`src/rtl/sasc_pkg.sv`:
```
// Shared types and constants for the superheat adaptive step control block.
// No dependencies; imported by sasc_step_logic and the top level.
`default_nettype none

package sasc_pkg;

    typedef enum logic [1:0] {
        DIR_BACK = 2'd0,
        DIR_HOLD = 2'd1,
        DIR_FWD  = 2'd2
    } dir_t;

    localparam logic [1:0] CFG_DISCHARGE_LIMIT = 2'd0;
    localparam logic [1:0] CFG_DEADBAND        = 2'd1;
    localparam logic [1:0] CFG_INITIAL_STEP    = 2'd2;
    localparam logic [1:0] CFG_MIN_POSITION    = 2'd3;

    localparam logic [11:0] DISCHARGE_LIMIT_RST = 12'd1000;
    localparam logic [6:0]  DEADBAND_RST        = 7'd5;
    localparam logic [8:0]  INITIAL_STEP_RST    = 9'd16;
    localparam logic [8:0]  MIN_POSITION_RST    = 9'd120;
    localparam logic [2:0]  RESTORE_COUNT       = 3'd4;

    typedef struct packed {
        logic [11:0] discharge_limit;
        logic [6:0]  deadband;
        logic [8:0]  initial_step;
        logic [8:0]  min_position;
    } cfg_t;

    typedef struct packed {
        logic [8:0]  valve_position;
        logic [11:0] superheat_target;
        logic [11:0] saturation_temp;
        logic [11:0] inlet_temp;
        logic [11:0] discharge_temp;
    } item_t;

    typedef struct packed {
        dir_t       dir;
        logic [2:0] count;
        logic [8:0] step;
    } ctl_state_t;

    typedef struct packed {
        logic              valid;
        logic signed [12:0] step_command;
        logic              over_limit;
    } result_t;

endpackage

`default_nettype wire

```
`src/rtl/sasc_step_logic.sv`:
```
// One control tick: over-limit check, superheat direction tracking, step sizing.
// Depends on sasc_pkg; purely combinational.
`default_nettype none

module sasc_step_logic (
    input  wire sasc_pkg::item_t      item,
    input  wire sasc_pkg::cfg_t       cfg,
    input  wire sasc_pkg::ctl_state_t cur,
    output sasc_pkg::ctl_state_t      nxt,
    output sasc_pkg::result_t         res
);
    import sasc_pkg::*;

    logic signed [12:0] excess;
    logic               over;
    logic signed [13:0] sub;
    logic signed [13:0] band_hi;
    logic signed [13:0] band_lo;
    dir_t               want;
    dir_t               prev;
    logic [2:0]         cnt_n;
    logic [8:0]         step_n;
    logic signed [11:0] cmd;
    logic signed [11:0] reach;
    logic               above_min;

    always_comb begin
        over   = $signed(item.discharge_temp) > $signed(cfg.discharge_limit);
        excess = $signed({item.discharge_temp[11], item.discharge_temp})
               - $signed({cfg.discharge_limit[11], cfg.discharge_limit});

        sub = $signed({{2{item.inlet_temp[11]}}, item.inlet_temp})
            - $signed({{2{item.saturation_temp[11]}}, item.saturation_temp});
        band_hi = $signed({{2{item.superheat_target[11]}}, item.superheat_target})
                + $signed({7'd0, cfg.deadband});
        band_lo = $signed({{2{item.superheat_target[11]}}, item.superheat_target})
                - $signed({7'd0, cfg.deadband});

        if (sub > band_hi) begin
            want = DIR_FWD;
        end else if (sub < band_lo) begin
            want = DIR_BACK;
        end else begin
            want = DIR_HOLD;
        end

        if (cur.dir == DIR_FWD || cur.dir == DIR_HOLD) begin
            prev = cur.dir;
        end else begin
            prev = DIR_BACK;
        end

        cnt_n  = cur.count;
        step_n = cur.step;
        if (want == DIR_HOLD) begin
            cnt_n = '0;
        end else if (prev == DIR_HOLD || prev == want) begin
            cnt_n = cur.count + 3'd1;
        end else begin
            step_n = cur.step >> 1;
        end

        if (cnt_n >= RESTORE_COUNT && want != DIR_HOLD) begin
            step_n = cfg.initial_step;
            cnt_n  = '0;
        end
        if (step_n <= 9'd1) begin
            step_n = 9'd1;
        end

        if (want == DIR_BACK) begin
            cmd = -$signed({3'd0, step_n});
        end else begin
            cmd = $signed({3'd0, step_n});
        end
        reach     = cmd + $signed({3'd0, item.valve_position});
        above_min = reach >= $signed({3'd0, cfg.min_position});

        if (over) begin
            nxt              = cur;
            res.valid        = 1'b1;
            res.step_command = excess;
            res.over_limit   = 1'b1;
        end else begin
            nxt.dir          = want;
            nxt.count        = cnt_n;
            nxt.step         = step_n;
            res.valid        = (want != DIR_HOLD) && above_min;
            res.step_command = {cmd[11], cmd};
            res.over_limit   = 1'b0;
        end
    end

endmodule

`default_nettype wire

```
`src/rtl/superheat_adaptive_step_control_unit.sv`:
```
// Superheat adaptive step control: top level with config registers and stream ports.
// Depends on sasc_pkg and sasc_step_logic.
// An accepted input word passes the input register and then the output register before its result word is valid.
// Throughput: one word per cycle while m_tready does not hold off the output; the tracking state updates as a
// word leaves the input register. A tick that yields no result is dropped at that point.
// Reset (aresetn low, synchronous): config registers to defaults, direction hold, step 16.
`default_nettype none

module superheat_adaptive_step_control_unit (
    input  wire logic        aclk,
    input  wire logic        aresetn,
    input  wire logic        cfg_we,
    input  wire logic [1:0]  cfg_index,
    input  wire logic [11:0] cfg_data,
    input  wire logic        s_tvalid,
    output logic             s_tready,
    // discharge_temp[11:0], inlet_temp[23:12], saturation_temp[35:24],
    // superheat_target[47:36], valve_position[56:48], zero pad[63:57]
    input  wire logic [63:0] s_tdata,
    output logic             m_tvalid,
    input  wire logic        m_tready,
    // step_command[12:0], zero pad[15:13]
    output logic [15:0]      m_tdata,
    // over_limit[0]
    output logic [0:0]       m_tuser
);
    import sasc_pkg::*;

    cfg_t               cfg_reg;
    ctl_state_t         state_reg;
    ctl_state_t         state_next;
    item_t              item_reg;
    logic               item_valid_reg;
    logic               out_valid_reg;
    logic signed [12:0] out_cmd_reg;
    logic               out_over_reg;
    result_t            res;
    logic               advance;

    assign advance  = item_valid_reg && (!out_valid_reg || m_tready);
    assign s_tready = !item_valid_reg || advance;

    sasc_step_logic u_step (
        .item (item_reg),
        .cfg  (cfg_reg),
        .cur  (state_reg),
        .nxt  (state_next),
        .res  (res)
    );

    always_ff @(posedge aclk) begin
        if (!aresetn) begin
            cfg_reg.discharge_limit <= DISCHARGE_LIMIT_RST;
            cfg_reg.deadband        <= DEADBAND_RST;
            cfg_reg.initial_step    <= INITIAL_STEP_RST;
            cfg_reg.min_position    <= MIN_POSITION_RST;
        end else if (cfg_we) begin
            case (cfg_index)
                CFG_DISCHARGE_LIMIT: cfg_reg.discharge_limit <= cfg_data;
                CFG_DEADBAND:        cfg_reg.deadband        <= cfg_data[6:0];
                CFG_INITIAL_STEP:    cfg_reg.initial_step    <= cfg_data[8:0];
                CFG_MIN_POSITION:    cfg_reg.min_position    <= cfg_data[8:0];
                default:             cfg_reg                 <= cfg_reg;
            endcase
        end
    end

    always_ff @(posedge aclk) begin
        if (!aresetn) begin
            item_valid_reg <= 1'b0;
        end else if (s_tready) begin
            item_valid_reg <= s_tvalid;
        end
        if (s_tready && s_tvalid) begin
            item_reg <= s_tdata[56:0];
        end
    end

    always_ff @(posedge aclk) begin
        if (!aresetn) begin
            state_reg.dir   <= DIR_HOLD;
            state_reg.count <= '0;
            state_reg.step  <= INITIAL_STEP_RST;
        end else if (advance) begin
            state_reg <= state_next;
        end
    end

    always_ff @(posedge aclk) begin
        if (!aresetn) begin
            out_valid_reg <= 1'b0;
        end else if (!out_valid_reg || m_tready) begin
            out_valid_reg <= advance && res.valid;
        end
        if (advance && res.valid) begin
            out_cmd_reg  <= res.step_command;
            out_over_reg <= res.over_limit;
        end
    end

    assign m_tvalid   = out_valid_reg;
    assign m_tdata    = {3'd0, out_cmd_reg};
    assign m_tuser[0] = out_over_reg;

endmodule

`default_nettype wire

```
`config.mk`:
```
export PLATFORM = sky130hd
export DESIGN_NAME = superheat_adaptive_step_control_unit
export DESIGN_NICKNAME = d
export VERILOG_FILES = /design/src/rtl/sasc_pkg.sv /design/src/rtl/sasc_step_logic.sv /design/src/rtl/superheat_adaptive_step_control_unit.sv
export SDC_FILE = /design/constraint.sdc
export NUM_CORES = 1
export LEC_CHECK = 0
export BUFFER_PORTS_ARGS = -buffer_cell sky130_fd_sc_hd__buf_2
export CAP_MARGIN = 0
export CORE_AREA = 2 2 158 160
export DETAILED_ROUTE_END_ITERATION = 16
export DIE_AREA = 0 0 160 162
export PLACE_DENSITY = 0.51
export REMOVE_ABC_BUFFERS = 1
export SLEW_MARGIN = 20
export SYNTH_ARGS = -nofsm -noshare
export SYNTH_HDL_FRONTEND = slang
export SYNTH_SLANG_ARGS = --single-unit
```
`constraint.sdc`:
```
create_clock -name aclk -period 8.55 [get_ports aclk]
set_clock_uncertainty 0.15 [all_clocks]
set_input_delay 1.2825 -clock aclk [delete_from_list [all_inputs] [get_ports aclk]]
set_output_delay 1.2825 -clock aclk [all_outputs]
set_load 0.1 [all_outputs]
```
Word-level counts from Yosys, hierarchy flattened. Index checks and enable logic that the tools add are counted.

Output and inout bits: 19. Input bits: 83. Register bits after elaboration: 124.

Magnitude comparators: 6. Bitwise logic cells: 1. $add $sub $neg: 7. Equality and inequality tests: 9. Muxes and demuxes: 12. Reduce and logical (&&, ||, !) cells: 18.

Operator list (count): 9-bit two-way mux (4); 12-bit by 12-bit subtractor with 13-bit output (2); 15-bit two-way mux (1); 14-bit greater-than comparator (1); 14-bit < comparator (1); 12-bit by 8-bit adder with 13-bit output (1); 12-bit by 8-bit subtractor with 13-bit output (1); 12-bit by 10-bit adder with 12-bit output (1); 12-bit by 10-bit >= comparator with 1-bit output (1); 12-bit greater-than comparator (1); 12-bit two-way mux (1); 9-bit negation with 12-bit output (1); 2-bit AND reduction (5); 9-bit by 1-bit less-or-equal comparator with 1-bit output, second input constant (1); 3-bit two-way mux (3); 2-bit by 1-bit equality test with 1-bit output, second input constant (4); 2-bit equality test, second input constant (3); 1-bit logical AND (5); 2-bit logical NOT (2); 1-bit logical OR (4); 2-bit two-way mux (2); 3-bit by 1-bit adder with 3-bit output, second input constant (1); 3-bit >= comparator, second input constant (1); 2-bit equality test (1); 4 further kinds (5).

Logic depth before layout (Yosys ltp).
Word-level depth: 20. Mapped depth: 44.

Modules after synthesis. Synthesis repeated with hierarchy kept, for this count alone.

Cell total of the unflattened synthesis: 931. Area, all modules: 8623.3 µm².

By module, submodules not included: sasc_step_logic (area an instance 4536.9 µm², instances 1, cells each 639); superheat_adaptive_step_control_unit (area an instance 4086.4 µm², instances 1, cells each 292).

Least setup slack after synthesis. Ideal clock, no wire load.

Path kind: flip-flop to flip-flop. Start point: reg item_reg[38] in the netlist's numbering. End point: reg out_over_reg, in the netlist m_tuser (enable). Clock period less this slack: 8.229 ns. Arrival time: 7.771 ns. Setup time: 0.308 ns. Data required time: 8.092 ns. Stages on the path, launching flop included: 40. Setup slack: 0.321 ns. Cell sequence: edfxtp_1 -> ha_1 -> buf_2 -> nor2b_1 -> o31ai_1 -> nand2b_1 -> a21oi_1 -> xor2_1 -> ha_1 -> nor4_1 -> nor2b_1 -> o211ai_1 -> a211oi_1 -> a2111oi_0 -> o32ai_2 -> nand3b_1 -> mux2i_1 -> buf_6 -> [4 not listed] -> ha_1 -> mux2i_1 -> fa_1 -> inv_1 -> ha_1 -> a21o_1 -> a21o_1 -> a21o_1 -> a21o_1 -> a21o_1 -> a21o_1 -> a21oi_1 -> nor2b_1 -> or3_1 -> a21oi_1 -> a221oi_1 -> o21a_1 -> and2_1.

Cells in the longest elaborated chain, start to end: 20.

RTL lines: start: declaration (line superheat_adaptive_step_control_unit.sv:32) `item_t item_reg;`; start signal: assignment (line superheat_adaptive_step_control_unit.sv:75) `item_reg <= s_tdata[56:0];`; 12-bit by 8-bit subtractor with 13-bit output (line sasc_step_logic.sv:37) `- $signed({7'd0, cfg.deadband});`; 14-bit < comparator (line sasc_step_logic.sv:41) `end else if (sub < band_lo) begin`; 1-bit two-way mux (line sasc_step_logic.sv:41); 2-bit two-way mux (*) (line sasc_step_logic.sv:39) `if (sub > band_hi) begin`; 2-bit equality test (line sasc_step_logic.sv:57) `end else if (prev == DIR_HOLD || prev == want) begin`; 1-bit logical OR (line sasc_step_logic.sv:57); 3-bit two-way mux (line sasc_step_logic.sv:57); 3-bit two-way mux (line sasc_step_logic.sv:55) `if (want == DIR_HOLD) begin`; [4 not listed]; 9-bit two-way mux (line sasc_step_logic.sv:67) `if (step_n <= 9'd1) begin`; 9-bit negation with 12-bit output (line sasc_step_logic.sv:72) `cmd = -$signed({3'd0, step_n});`; 12-bit two-way mux (line sasc_step_logic.sv:71) `if (want == DIR_BACK) begin`; 12-bit by 10-bit adder with 12-bit output (line sasc_step_logic.sv:76) `reach = cmd + $signed({3'd0, item.valve_position});`; 12-bit by 10-bit >= comparator with 1-bit output (line sasc_step_logic.sv:77) `above_min = reach >= $signed({3'd0, cfg.min_position});`; 1-bit logical AND (*) (line sasc_step_logic.sv:88) `res.valid = (want != DIR_HOLD) && above_min;`; 15-bit two-way mux (*) (line sasc_step_logic.sv:79) `if (over) begin`; 1-bit logical AND (*) (line superheat_adaptive_step_control_unit.sv:95) `if (advance && res.valid) begin`; end signal: assignment (line superheat_adaptive_step_control_unit.sv:97) `out_over_reg <= res.over_limit;`; end: declaration (line superheat_adaptive_step_control_unit.sv:36) `logic out_over_reg;`.

Mark *: on every way between the ends. The rest lies on a longest branch, timed or not. A chain may end at the register's enable or synchronous reset.

Worst setup path in the final report.
Start point: reg item_reg[12] in the netlist's numbering. End point: reg out_cmd_reg[5] (enable).

Cells in the longest elaborated chain, start to end: 20.

RTL lines: 12-bit by 12-bit subtractor with 13-bit output (*) (line sasc_step_logic.sv:33) `- $signed({{2{item.saturation_temp[11]}}, item.saturation_temp});`; 14-bit < comparator (line sasc_step_logic.sv:41); 1-bit two-way mux (line sasc_step_logic.sv:41); 2-bit two-way mux (*) (line sasc_step_logic.sv:39); 2-bit equality test (line sasc_step_logic.sv:57); 1-bit logical OR (line sasc_step_logic.sv:57); 3-bit two-way mux (line sasc_step_logic.sv:57); 3-bit two-way mux (line sasc_step_logic.sv:55); [4 not listed]; 9-bit two-way mux (line sasc_step_logic.sv:67); 9-bit negation with 12-bit output (line sasc_step_logic.sv:72); 12-bit two-way mux (line sasc_step_logic.sv:71); 12-bit by 10-bit adder with 12-bit output (line sasc_step_logic.sv:76); 12-bit by 10-bit >= comparator with 1-bit output (line sasc_step_logic.sv:77); 1-bit logical AND (*) (line sasc_step_logic.sv:88); 15-bit two-way mux (*) (line sasc_step_logic.sv:79); 1-bit logical AND (*) (line superheat_adaptive_step_control_unit.sv:95); end signal: assignment (line superheat_adaptive_step_control_unit.sv:96) `out_cmd_reg <= res.step_command;`; end: declaration (line superheat_adaptive_step_control_unit.sv:35) `logic signed [12:0] out_cmd_reg;`.

Marks and branches as above.

==> flow_metrics.tcl <==
set metrics [dict create \
    status "completed" \
    async_reset_ff_share_pct 0 \
    synth_area_leader_cell "edfxtp_1" \
    synthDominantCellAreaShare_pct 25.5 \
    drt-total-wl_um 20700 \
    die_area_um2 25900 \
    fmax_mhz 120 \
    crit_slowest_cell "fa_1" \
    yosys-top-cells-count "98 x nand2_1, 78 x ha_1, 75 x inv_1" \
    drive_gt1_share_pct 26.3 \
    routabilityCongestion 0.813 \
    clock_path_buffers 2 \
    antenna_found_initial 0 \
    stdcell_area_um2 10600 \
    syn_area_um2 8370 \
    holdWs_ns 0.318 \
    hold_viol_final 0 \
    critical_path_class "register to register" \
    worst_pin_slew_ns 0.948 \
    start_kind "register" \
    power.total_mw 2.14 \
    placed_cell_area_um2 9630 \
    seqPwrFrac_pct 32.3 \
    sw_frac_of_total_pct 33.4 \
    numPortBuffers 91 \
    io-pin-count 102 \
    ys_types 80 \
    finalMaxSlewViolations 0 \
    cts_tree "done" \
    diodes 0 \
    via_count 6800 \
    synth_cells 897 \
    die_w_um 160 \
    slew_headroom_pct 36.8 \
    start_util_pct 34.7 \
    wl_per_cell_um 14.8 \
    p_switching_mw 0.714 \
    n_fill_cell 2419 \
    finalNetCount 1224 \
    holdBufCountCts 0 \
    worstHoldPathType "register to register" \
    topRoutingLayerUsed "met4" \
    dr.pass1.iters 4 \
    setup_viol 0 \
    critPathTopFamily "compound AO/OA/AOI/OAI gates" \
    cts_root_buf "clkbuf_16" \
    placement_rows 57 \
    vias_per_cell 4.87 \
    setup_ws_ns 0.202 \
    worst-path-buf-inv 4 \
    die_h_um 162 \
    endpoint_kind "register" \
    internal-power_mw 1.43 \
    numCtsBuffers 17 \
    wl_met2_um 10100 \
    core_region_area_um2 24100 \
    ant_nets 0 \
    grt_pass1_vias 6722 \
    h-tree-depth 4 \
    power_leakage_nw 4.49 \
    largest_reg_flops 57 \
    synth_area_leaders "edfxtp_1 25%, dfxtp_1 13%, ha_1 12%" \
    crit_required_ns 8.57 \
    clk_latency_ns 0.43 \
    clock_sinks 124 \
    yosysMostFrequentCell "nand2_1" \
    irDropWorstVdd_uv 116 \
    worstPathMaxFanout 14 \
    wl_met1_um 9710 \
    cpMostUsedCell "a21o_1" \
    clk_pin_slew_worst_paths_ns 0.07 \
    cpPeakStageDelay_ns 0.47 \
    fin_util_pct 44.1 \
    area_delta_synth_final_pct 27.2 \
    synth_warnings 0 \
    ys_ff_latch 124 \
    p_per_area_nw_per_um2 201 \
    clkPwrFrac_pct 36.8 \
    grt_start_max_net_pins 58 \
    hpwl_um 15200 \
    rsz0062_at_grt "yes" \
    period_share_pct 97.6 \
    wl_met3_um 686 \
    cp.arrival_ns 8.37 \
    ys_seq_area_share_pct 38.2 \
    initialDrtViolationCount 309 \
    synth_flop_cell "edfxtp_1" \
    maxCapViolations 0 \
    syn-mean-instance-area_um2 9.33 \
    gr-usage-all-layers_pct 16.1 \
    drc 0 \
    post-place-ws_ns -0.318 \
    min_period_ns 8.35 \
    overflow 0 \
    synth_edf_count 71 \
    grt_pass1_wl_um 33300 \
    p_comb_share_pct 30.9 \
]
[cell usage in the layout, fill, tap and decap left out, types with 6 or more instances in the layout]
cell       netlist  layout
a211oi_1        12      10
a21boi_0        26      26
a21o_1          12      12
a21oi_1         52      45
a21oi_2          0       7
and3_1           6       6
buf_2            5      91
buf_4            6      82
clkbuf_16        0      17
dfxtp_1         53      52
edfxtp_1        71      71
ha_1            78      71
inv_1           75      73
inv_6            0       6
mux2i_1         23      22
nand2_1         98      98
nand2b_1        17      17
nand3_1         17      16
nor2_1          59      53
nor2b_1         31      28
nor3_1          10       9
o211ai_1        17      17
o21a_1          13      13
o21ai_0         29      26
o21ai_1          9      11
or3_1            7       7
xnor2_1         26      23
xor2_1          22      21
[layer usage]
metal	global-route usage, %	up-vias
li1	-	3510
met1	20.0	3178
met3	3.14	17
met4	4.22	0
met2	28.6	95
met5	0	-
[final timing paths]
check,from,end,slack [ns],cells after the start
max,item_reg[12],out_cmd_reg[5],0.20,42
min,cfg_reg[36],cfg_reg[36],0.32,2
max reg2reg,item_reg[12],out_cmd_reg[5],0.20,42
min reg2reg,cfg_reg[36],cfg_reg[36],0.32,2
[through the flow]
| stage | std cells | setup TNS [ns] |
|---|---|---|
| after floorplan | 865 | -6.67 |
| after global placement | 1354 | -2.83 |
| after detailed placement | 1354 | -4.58 |
| after CTS | 1389 | -0.00477 |
| after global routing | 1395 | -3.84 |
| final | 1395 | 0 |
[final cells by class]
type / count / area [um^2] / share of cell area [%]
Sequential cell: 124 / 3190 / 30.0
Clock buffer: 17 / 425 / 4.00
Multi-Input combinational cell: 665 / 5050 / 47.4
Inverter: 76 / 285 / 2.68
Clock inverter: 15 / 199 / 1.87
Timing Repair Buffer: 174 / 1080 / 10.2
Tap cell: 324 / 405 / 3.81
[cell families after synthesis]
logic type	synth area share (%)
and+or+nand+nor	16.0
AOI/OAI and AO/OA	18.3
DFF	38.2
buffers and inverters	5.55
adders and majority gates	13.0
xor gates and xnor gates	5.03
muxes	3.86
other	0.0448
[power by group through the flow]
stage	sequential [mW]	combinational [mW]	clock [mW]
2_1_floorplan	0.761	0.351	0
3_3_place_gp	0.704	0.586	0
3_5_place_dp	0.704	0.591	0
4_1_cts	0.692	0.614	0.807
5_1_grt	0.695	0.730	0.830
6_report	0.692	0.662	0.787
[worst register-to-register path: cells and delay by family, from the launching register on]
| kind | cells | cell delay (ns) |
|---|---|---|
| and+or+nand+nor | 8 | 1.27 |
| AOI/OAI and AO/OA | 21 | 3.65 |
| DFF | 1 | 0.36 |
| xor gates and xnor gates | 1 | 0.16 |
| buffers and inverters | 4 | 0.47 |
| muxes | 2 | 0.29 |
| adders and majority gates | 6 | 1.77 |
[repair_timing]
action,4_1_cts,5_1_grt
setup endpoints to repair,15,15
pin swaps,4,46
gates resized for setup,17,50
buffers inserted,3,8
Note: power is estimated with default switching activity, not from simulation.
